`src/cbt_pkg.sv`:
```
// ----------------------------------------------------------------------------
// CAN bit timing calculator package
// Shared constants, types and lookup functions for the bit timing search.
// ----------------------------------------------------------------------------
package cbt_pkg;

  // Search limits.
  localparam int unsigned MaxPrescale = 1024;
  localparam int unsigned LenMax      = 13;
  localparam int unsigned LenMin      = 5;
  localparam int unsigned NumLens     = LenMax - LenMin + 1;
  localparam int unsigned RatioLimit  = MaxPrescale * LenMax;
  localparam int unsigned RatioW      = $clog2(RatioLimit + 1);
  localparam int unsigned ResW        = $clog2(LenMax);
  localparam int unsigned SelW        = $clog2(NumLens);
  localparam int unsigned DivW        = 32;

  // Field widths.
  localparam int unsigned WordW   = 20;
  localparam int unsigned StatusW = 2;

  // Status codes.
  localparam logic [StatusW-1:0] StatusFound = 2'd0;
  localparam logic [StatusW-1:0] StatusNone  = 2'd1;
  localparam logic [StatusW-1:0] StatusBad   = 2'd2;

  // Divider request and response.
  typedef struct packed {
    logic            start;
    logic [DivW-1:0] dividend;
    logic [DivW-1:0] divisor;
  } div_req_t;

  typedef struct packed {
    logic            done;
    logic [DivW-1:0] quotient;
    logic [DivW-1:0] remainder;
  } div_rsp_t;

  // Bit-time length in quanta for a given table index.
  function automatic logic [ResW-1:0] len_of(input logic [SelW-1:0] sel);
    len_of = ResW'(LenMin) + ResW'(sel);
  endfunction

  // Segment and jump width fields for each bit-time length.
  function automatic logic [15:0] seg_word(input logic [SelW-1:0] sel);
    case (sel)
      4'd0:    seg_word = 16'h1100;
      4'd1:    seg_word = 16'h1200;
      4'd2:    seg_word = 16'h2240;
      4'd3:    seg_word = 16'h2340;
      4'd4:    seg_word = 16'h3340;
      4'd5:    seg_word = 16'h3440;
      4'd6:    seg_word = 16'h3540;
      4'd7:    seg_word = 16'h3640;
      4'd8:    seg_word = 16'h3740;
      default: seg_word = 16'h0000;
    endcase
  endfunction

endpackage

```
`src/cbt_div.sv`:
```
// ----------------------------------------------------------------------------
// CAN bit timing divider
// Restoring divider producing one quotient bit per cycle.
// ----------------------------------------------------------------------------
module cbt_div (
  input  logic              clk_i,
  input  logic              rst_ni,
  input  cbt_pkg::div_req_t req_i,
  output cbt_pkg::div_rsp_t rsp_o
);
  import cbt_pkg::*;

  localparam int unsigned CntW = $clog2(DivW);

  logic            busy_q, busy_d;
  logic            done_q, done_d;
  logic [CntW-1:0] cnt_q, cnt_d;
  logic [DivW-1:0] dvd_q, dvd_d;
  logic [DivW-1:0] rem_q, rem_d;
  logic [DivW-1:0] dsr_q, dsr_d;
  logic [DivW:0]   shifted;
  logic [DivW:0]   diff;

  // One restoring step: shift in the next dividend bit and trial subtract.
  always_comb begin
    busy_d  = busy_q;
    done_d  = 1'b0;
    cnt_d   = cnt_q;
    dvd_d   = dvd_q;
    rem_d   = rem_q;
    dsr_d   = dsr_q;
    shifted = {rem_q, dvd_q[DivW-1]};
    diff    = shifted - {1'b0, dsr_q};
    if (req_i.start) begin
      busy_d = 1'b1;
      cnt_d  = '0;
      dvd_d  = req_i.dividend;
      rem_d  = '0;
      dsr_d  = req_i.divisor;
    end else if (busy_q) begin
      if (!diff[DivW]) begin
        rem_d = diff[DivW-1:0];
        dvd_d = {dvd_q[DivW-2:0], 1'b1};
      end else begin
        rem_d = shifted[DivW-1:0];
        dvd_d = {dvd_q[DivW-2:0], 1'b0};
      end
      cnt_d = cnt_q + 1'b1;
      if (cnt_q == CntW'(DivW - 1)) begin
        busy_d = 1'b0;
        done_d = 1'b1;
      end
    end
  end

  // Control state.
  always_ff @(posedge clk_i or negedge rst_ni) begin
    if (!rst_ni) begin
      busy_q <= 1'b0;
      done_q <= 1'b0;
      cnt_q  <= '0;
    end else begin
      busy_q <= busy_d;
      done_q <= done_d;
      cnt_q  <= cnt_d;
    end
  end

  // Operand and result shift registers.
  always_ff @(posedge clk_i) begin
    dvd_q <= dvd_d;
    rem_q <= rem_d;
    dsr_q <= dsr_d;
  end

  assign rsp_o.done      = done_q;
  assign rsp_o.quotient  = dvd_q;
  assign rsp_o.remainder = rem_q;

endmodule

```
`src/can_bit_timing_calculator.sv`:
```
// ----------------------------------------------------------------------------
// CAN bit timing calculator
// Finds a prescaler and bit-time length for a module clock and bit rate.
// ----------------------------------------------------------------------------
//  Channel | Direction | Handshake               | Fields
//  in      | input     | in_valid_i / in_ready_o | source_clock_i, bit_rate_i
//  out     | output    | out_valid_o/out_ready_i | timing_word_o, achieved_rate_o,
//          |           |                         | status_o
//
// An item goes through the input division, the ratio check, the residue setup,
// the search over at most 13312 ratios, one ratio per cycle, and the prescaler
// and achieved-rate divisions. The three divisions share one restoring divider
// giving one bit per cycle. Bad input skips the divisions and the search. Reset
// clears all control state. The next item is accepted once the previous result
// sits in the output register, even while the far side stalls.
// ----------------------------------------------------------------------------
module can_bit_timing_calculator (
  input  logic                         clk_i,
  input  logic                         rst_ni,
  input  logic                         in_valid_i,
  output logic                         in_ready_o,
  input  logic [31:0]                  source_clock_i,
  input  logic [31:0]                  bit_rate_i,
  output logic                         out_valid_o,
  input  logic                         out_ready_i,
  output logic [cbt_pkg::WordW-1:0]    timing_word_o,
  output logic [31:0]                  achieved_rate_o,
  output logic [cbt_pkg::StatusW-1:0]  status_o
);
  import cbt_pkg::*;

  localparam int unsigned CntW = $clog2(RatioW);

  localparam logic [2:0] StIdle   = 3'd0;
  localparam logic [2:0] StDivIn  = 3'd1;
  localparam logic [2:0] StCheck  = 3'd2;
  localparam logic [2:0] StInit   = 3'd3;
  localparam logic [2:0] StSearch = 3'd4;
  localparam logic [2:0] StDivPre = 3'd5;
  localparam logic [2:0] StDivAch = 3'd6;
  localparam logic [2:0] StEmit   = 3'd7;

  logic [2:0]         state_q, state_d;
  logic [31:0]        clk_q, clk_d;
  logic               inc_q, inc_d;
  logic [RatioW-1:0]  ratio_q, ratio_d;
  logic [RatioW-1:0]  sh_q, sh_d;
  logic [CntW-1:0]    cnt_q, cnt_d;
  logic [ResW-1:0]    res_q [NumLens];
  logic [ResW-1:0]    res_d [NumLens];
  logic [SelW-1:0]    sel_q, sel_d;
  logic [9:0]         pm1_q, pm1_d;
  logic [WordW-1:0]   word_q, word_d;
  logic [31:0]        ach_q, ach_d;
  logic [StatusW-1:0] stat_q, stat_d;
  logic               out_valid_q, out_valid_d;
  logic [WordW-1:0]   out_word_q, out_word_d;
  logic [31:0]        out_ach_q, out_ach_d;
  logic [StatusW-1:0] out_stat_q, out_stat_d;

  logic [DivW:0]      start_ratio;
  logic [NumLens-1:0] hit;
  logic               any_hit;
  logic [SelW-1:0]    hit_sel;
  logic [ResW:0]      dbl;
  logic [9:0]         pre;
  logic               in_fire;

  div_req_t div_req;
  div_rsp_t div_rsp;

  cbt_div u_div (
    .clk_i  (clk_i),
    .rst_ni (rst_ni),
    .req_i  (div_req),
    .rsp_o  (div_rsp)
  );

  assign in_ready_o = (state_q == StIdle);
  assign in_fire    = in_valid_i && in_ready_o;

  // Lengths whose running residue is zero divide the current ratio.
  always_comb begin
    any_hit = 1'b0;
    hit_sel = '0;
    for (int i = 0; i < NumLens; i++) begin
      hit[i] = (res_q[i] == '0);
      if (hit[i]) begin
        any_hit = 1'b1;
        hit_sel = SelW'(i);
      end
    end
  end

  // Only the low ten bits of the prescaler minus one reach the timing word.
  assign start_ratio = {1'b0, div_rsp.quotient} + {{DivW{1'b0}}, inc_q};
  assign pre         = div_rsp.quotient[9:0] - 1'b1;

  // Main sequencer.
  always_comb begin
    state_d     = state_q;
    clk_d       = clk_q;
    inc_d       = inc_q;
    ratio_d     = ratio_q;
    sh_d        = sh_q;
    cnt_d       = cnt_q;
    res_d       = res_q;
    sel_d       = sel_q;
    pm1_d       = pm1_q;
    word_d      = word_q;
    ach_d       = ach_q;
    stat_d      = stat_q;
    out_valid_d = out_valid_q;
    out_word_d  = out_word_q;
    out_ach_d   = out_ach_q;
    out_stat_d  = out_stat_q;
    dbl         = '0;
    div_req     = '0;

    if (out_valid_q && out_ready_i) begin
      out_valid_d = 1'b0;
    end

    unique case (state_q)
      StIdle: begin
        if (in_fire) begin
          clk_d = source_clock_i;
          if (bit_rate_i == '0 || bit_rate_i > source_clock_i) begin
            word_d  = '0;
            ach_d   = '0;
            stat_d  = StatusBad;
            state_d = StEmit;
          end else begin
            div_req.start    = 1'b1;
            div_req.dividend = source_clock_i;
            div_req.divisor  = bit_rate_i;
            state_d          = StDivIn;
          end
        end
      end
      StDivIn: begin
        // Round the ratio up when the remainder reaches the quotient.
        if (div_rsp.done) begin
          inc_d   = (div_rsp.remainder >= div_rsp.quotient);
          state_d = StCheck;
        end
      end
      StCheck: begin
        if (start_ratio > (DivW + 1)'(RatioLimit)) begin
          word_d  = '0;
          ach_d   = '0;
          stat_d  = StatusNone;
          state_d = StEmit;
        end else begin
          ratio_d = start_ratio[RatioW-1:0];
          sh_d    = start_ratio[RatioW-1:0];
          cnt_d   = '0;
          for (int i = 0; i < NumLens; i++) begin
            res_d[i] = '0;
          end
          state_d = StInit;
        end
      end
      StInit: begin
        // Residues of the start ratio, one ratio bit per cycle, MSB first.
        for (int i = 0; i < NumLens; i++) begin
          dbl = {res_q[i], sh_q[RatioW-1]};
          if (dbl >= {1'b0, len_of(SelW'(i))}) begin
            dbl = dbl - {1'b0, len_of(SelW'(i))};
          end
          res_d[i] = dbl[ResW-1:0];
        end
        sh_d  = {sh_q[RatioW-2:0], 1'b0};
        cnt_d = cnt_q + 1'b1;
        if (cnt_q == CntW'(RatioW - 1)) begin
          state_d = StSearch;
        end
      end
      StSearch: begin
        if (any_hit) begin
          sel_d            = hit_sel;
          div_req.start    = 1'b1;
          div_req.dividend = DivW'(ratio_q);
          div_req.divisor  = DivW'(len_of(hit_sel));
          state_d          = StDivPre;
        end else if (ratio_q == RatioW'(RatioLimit)) begin
          word_d  = '0;
          ach_d   = '0;
          stat_d  = StatusNone;
          state_d = StEmit;
        end else begin
          // Step to the next ratio and advance every residue.
          ratio_d = ratio_q + 1'b1;
          for (int i = 0; i < NumLens; i++) begin
            if (res_q[i] == len_of(SelW'(i)) - 1'b1) begin
              res_d[i] = '0;
            end else begin
              res_d[i] = res_q[i] + 1'b1;
            end
          end
        end
      end
      StDivPre: begin
        if (div_rsp.done) begin
          pm1_d            = pre;
          div_req.start    = 1'b1;
          div_req.dividend = clk_q;
          div_req.divisor  = DivW'(ratio_q);
          state_d          = StDivAch;
        end
      end
      StDivAch: begin
        // Assemble the timing word from the table and prescaler bits.
        if (div_rsp.done) begin
          word_d  = {pm1_q[9:6], seg_word(sel_q)} | {14'b0, pm1_q[5:0]};
          ach_d   = div_rsp.quotient;
          stat_d  = StatusFound;
          state_d = StEmit;
        end
      end
      StEmit: begin
        if (!out_valid_q || out_ready_i) begin
          out_valid_d = 1'b1;
          out_word_d  = word_q;
          out_ach_d   = ach_q;
          out_stat_d  = stat_q;
          state_d     = StIdle;
        end
      end
      default: begin
        state_d = StIdle;
      end
    endcase
  end

  // Control state.
  always_ff @(posedge clk_i or negedge rst_ni) begin
    if (!rst_ni) begin
      state_q     <= StIdle;
      out_valid_q <= 1'b0;
      cnt_q       <= '0;
    end else begin
      state_q     <= state_d;
      out_valid_q <= out_valid_d;
      cnt_q       <= cnt_d;
    end
  end

  // Working and result registers.
  always_ff @(posedge clk_i) begin
    clk_q      <= clk_d;
    inc_q      <= inc_d;
    ratio_q    <= ratio_d;
    sh_q       <= sh_d;
    res_q      <= res_d;
    sel_q      <= sel_d;
    pm1_q      <= pm1_d;
    word_q     <= word_d;
    ach_q      <= ach_d;
    stat_q     <= stat_d;
    out_word_q <= out_word_d;
    out_ach_q  <= out_ach_d;
    out_stat_q <= out_stat_d;
  end

  assign out_valid_o     = out_valid_q;
  assign timing_word_o   = out_word_q;
  assign achieved_rate_o = out_ach_q;
  assign status_o        = out_stat_q;

  // The search never walks past the ratio limit.
  assert property (@(posedge clk_i) disable iff (!rst_ni)
    state_q == StSearch |-> ratio_q <= RatioW'(RatioLimit))
    else $error("search ratio beyond limit");

  // The divider only finishes while the sequencer waits on it.
  assert property (@(posedge clk_i) disable iff (!rst_ni)
    div_rsp.done |-> (state_q == StDivIn || state_q == StDivPre || state_q == StDivAch))
    else $error("divider finished outside a division state");

  // Rejected input and items with no solution carry an all-zero result.
  assert property (@(posedge clk_i) disable iff (!rst_ni)
    out_valid_o && status_o != StatusFound |-> timing_word_o == '0 && achieved_rate_o == '0)
    else $error("failed item carries a non-zero result");

endmodule

```
`config.mk`:
```
export PLATFORM = sky130hd
export DESIGN_NAME = can_bit_timing_calculator
export DESIGN_NICKNAME = d
export VERILOG_FILES = /design/src/cbt_pkg.sv /design/src/cbt_div.sv /design/src/can_bit_timing_calculator.sv
export SDC_FILE = /design/constraint.sdc
export NUM_CORES = 1
export LEC_CHECK = 0
export BUFFER_PORTS_ARGS = -buffer_cell sky130_fd_sc_hd__buf_2
export CAP_MARGIN = 20
export CORE_ASPECT_RATIO = 1.4
export CORE_UTILIZATION = 45
export DETAILED_ROUTE_END_ITERATION = 7
export GPL_TIMING_DRIVEN = 0
export SLEW_MARGIN = 20
export SYNTH_ARGS = -nofsm -noshare
export SYNTH_HDL_FRONTEND = slang
export SYNTH_SLANG_ARGS = --single-unit
```
`constraint.sdc`:
```
create_clock -name clk_i -period 11.6 [get_ports clk_i]
set_input_delay 2.32 -clock clk_i [delete_from_list [all_inputs] [get_ports clk_i]]
set_output_delay 2.32 -clock clk_i [all_outputs]
set_load 0.05 [all_outputs]
```
==> reports/metrics.csv <==
metric,value,unit
violations,design-rule violations,
coreArea,40500,sq um
synth_top_family_by_area,compound AO/OA/AOI/OAI gates,
path_class,input pin to register,
grt_max_degree,31,
cts_sinks,325,
area_growth,14.1,%
wire_per_inst,21.6,um
drt_iter0_markers,1218,
synth-simple-area-share,14.3,%
fin_crit_sh,51.1,%
syn_area,18600,sq um
yosysWarnings,0,
yosys.area_share.xor_xnor,3.95,%
cp_slowest_cell,o31ai_1,
p_per_area,315,nW/um^2
crit_arrival,6160,ps
netlist_top_cells_count,"edfxtp_1, inv_1, ha_1, a21oi_1, nor2_1",
hold-worst-slack,416,ps
drive_gt1_share,11.6,%
netlist_top_cells_area,"edfxtp_1, ha_1, dfxtp_1",
fin_crit,5920,ps
p_int,3.78,mW
drc,2,
cp_max_fo,12,
path_buf_inv,6,
drtPass1Iterations,8,
fin_nets,2154,
irDropWorstVdd,209,uV
h-tree-depth,2,
ctsRootBufferMaster,clkbuf_16,
clk_latency,540,ps
endpoint_kind,register,
finalSetupViolCount,0,
synth_cell_types,82,
critical_path.cell_chain,"buf_2, inv_1, ha_1, nand4_1, or2_2, a211oi_1, nor4_1, o31ai_1, nor3_1, nor3_2, buf_4, buf_4, buf_4, buf_4",
cp_data_required_time,11840,ps
yosys.area.top_type,edfxtp_1,
gp_congestion,0.910,
cpMostUsedCell,buf_4,
placementRows,87,
tritoncts,done,
synth_area_per_cell,10.4,sq um
initial_core_util,45.9,%
die_y,243,um
rsz0062_at_grt,no,
reg2regPathDepth,14,
n_antenna_cell,0,
hold_buffers,0,
p_leak,8.72,nW
post_cts_resized,0,
drv_slew,0,
critPathLaunchType,input pin,
max_stage_delay,700,ps
syn_inst,1781,
synth-compound-area-share,14.8,%
vias,14500,
ys_ff_latch,325,
combinationalPowerShare,48.5,%
io_pins,124,
grt-ovfl-total,0,
clock_skew,30.0,ps
status,"complete, but fails checks",
grt_pass1_wl,82.4,mm
hold_violations,0,
grt.total_usage,25.6,%
synth_ff_type,edfxtp_1,
cts.reportedPaths.clkPinSlew,60,ps
vias_per_cell,5.80,
muxShareOfSynthArea,2.21,%
async_flop_share,4.62,%
swShare,43.5,%
yosysMostFrequentCell,edfxtp_1,
worst_pin_slew,1070,ps
min_path_type,register to register,
worstHoldPathCells,0,
io_buffers,119,
slew_headroom,28.9,%
synth_edf_count,273,
ant_nets,0,
fillers,3671,
seq_power_share,34.2,%
yosysTopAreaCellShare,44.1,%
grt_pass1_vias,14000,
max-cap-violations,0,
p_sw,2.91,mW
antenna_found_initial,5,
path_delay_family,simple AND/OR/NAND/NOR gates,
ys_seq_area_share,50.1,%
synth_fa_ha_area_share,9.32,%
drt_wl_total,54.1,mm
pwr-share-clk,17.3,%
crit_cells,14,
cts_buffers,34,
cts.path.max_buffers,3,
hpwl,42.0,mm
design.die.area,42200,sq um
max_freq,0.169,GHz
setup_tns,0,ps
cts_setup_buffers,0,
dieWidth,174,um
state kept, by name, summed over array words and instances, names as in the netlist, 14 cells and up, named ones only:
name,cells
ach_q,32
achieved_rate_o,32
sh_q,14
timing_word_o,15
word_q,15
ratio_q,14
res_q,36
clk_q,32
u_div.rem_q,32
u_div.dvd_q,32
u_div.dsr_q,32
layer usage:
layer,share of wire (%),GRT usage (%),routed length [um]
met5,0.12,0,65
met4,4.5,11.8,2460
met3,5.7,3.16,3100
met2,51,46.2,27800
met1,38,30.0,20700
area by class of cell:
type,instances,area [sq um],share of cell area (%)
sequential,325,9310,43.9
tap,534,668,3.15
clock inverter,24,289,1.36
multi-input combinational,1204,8330,39.2
timing repair buffer,128,741,3.49
buffer,97,398,1.87
inverter,158,593,2.79
clock buffer,38,897,4.23
kinds of logic after synthesis:
kind of cell,Yosys count
other cells,1
buf+inv,255
flops,325
fa+ha+maj,138
mux,40
simple gates,514
compound gates,424
xor+xnor,84
cell usage in the layout, fill, tap and decap left out, types with 37 or more instances in the layout:
cell	instances
nor2_1	118
a21oi_1	135
clkbuf_1	78
o21ai_0	103
nand2_1	93
nand3_1	53
buf_2	125
xnor2_1	65
inv_1	155
ha_1	137
edfxtp_1	273
and3_1	63
dfxtp_1	37
stage by stage:
step / power, mW / cell area [sq um] / util, % / std cells / setup slack, ps
floorplan: 4.53 / 18600 / - / 1784 / 4080
global placement: 5.43 / 19900 / 49.1 / 2437 / 1830
detailed placement: 5.52 / 20000 / 49.5 / 2446 / 5080
CTS: 6.69 / 21200 / 52.4 / 2508 / 5620
global route: 7.14 / 21200 / 52.4 / 2508 / 5450
finish: 6.69 / 21200 / 52.4 / 2508 / 5680
worst reg2reg max path, cell delays in order (launching register included):
cell and delay, ps:
edfxtp_1 510, ha_1 270, and2_1 190, nand3_2 120, clkbuf_1 280, or3_1 390, xnor2_1 430, a21oi_1 140
o211ai_4 350, nor2_1 100, nor3_2 580, buf_4 310, buf_4 220, buf_4 220, buf_4 220
final timing paths:
kind,from,to,slack [ps]
min reg2reg,word_q[12],timing_word_o[12],420
max,source_clock_i[15],ach_q[20],5680
max reg2reg,u_div.dvd_q[0],ach_q[17],6980
min in group asynchronous,rst_ni,u_div.done_q,1720
max in group asynchronous,rst_ni,state_q[1],9560
min,word_q[12],timing_word_o[12],420
power by group through the flow:
stage          registers, mW  logic, mW  clock network [mW]
2_1_floorplan           2.35       2.18                   0
3_3_place_gp            2.33       3.10                   0
3_5_place_dp            2.30       3.22                   0
4_1_cts                 2.28       3.24                1.18
5_1_grt                 2.32       3.59                1.22
6_report                2.29       3.25                1.16
(Power assumes the default switching activity.)
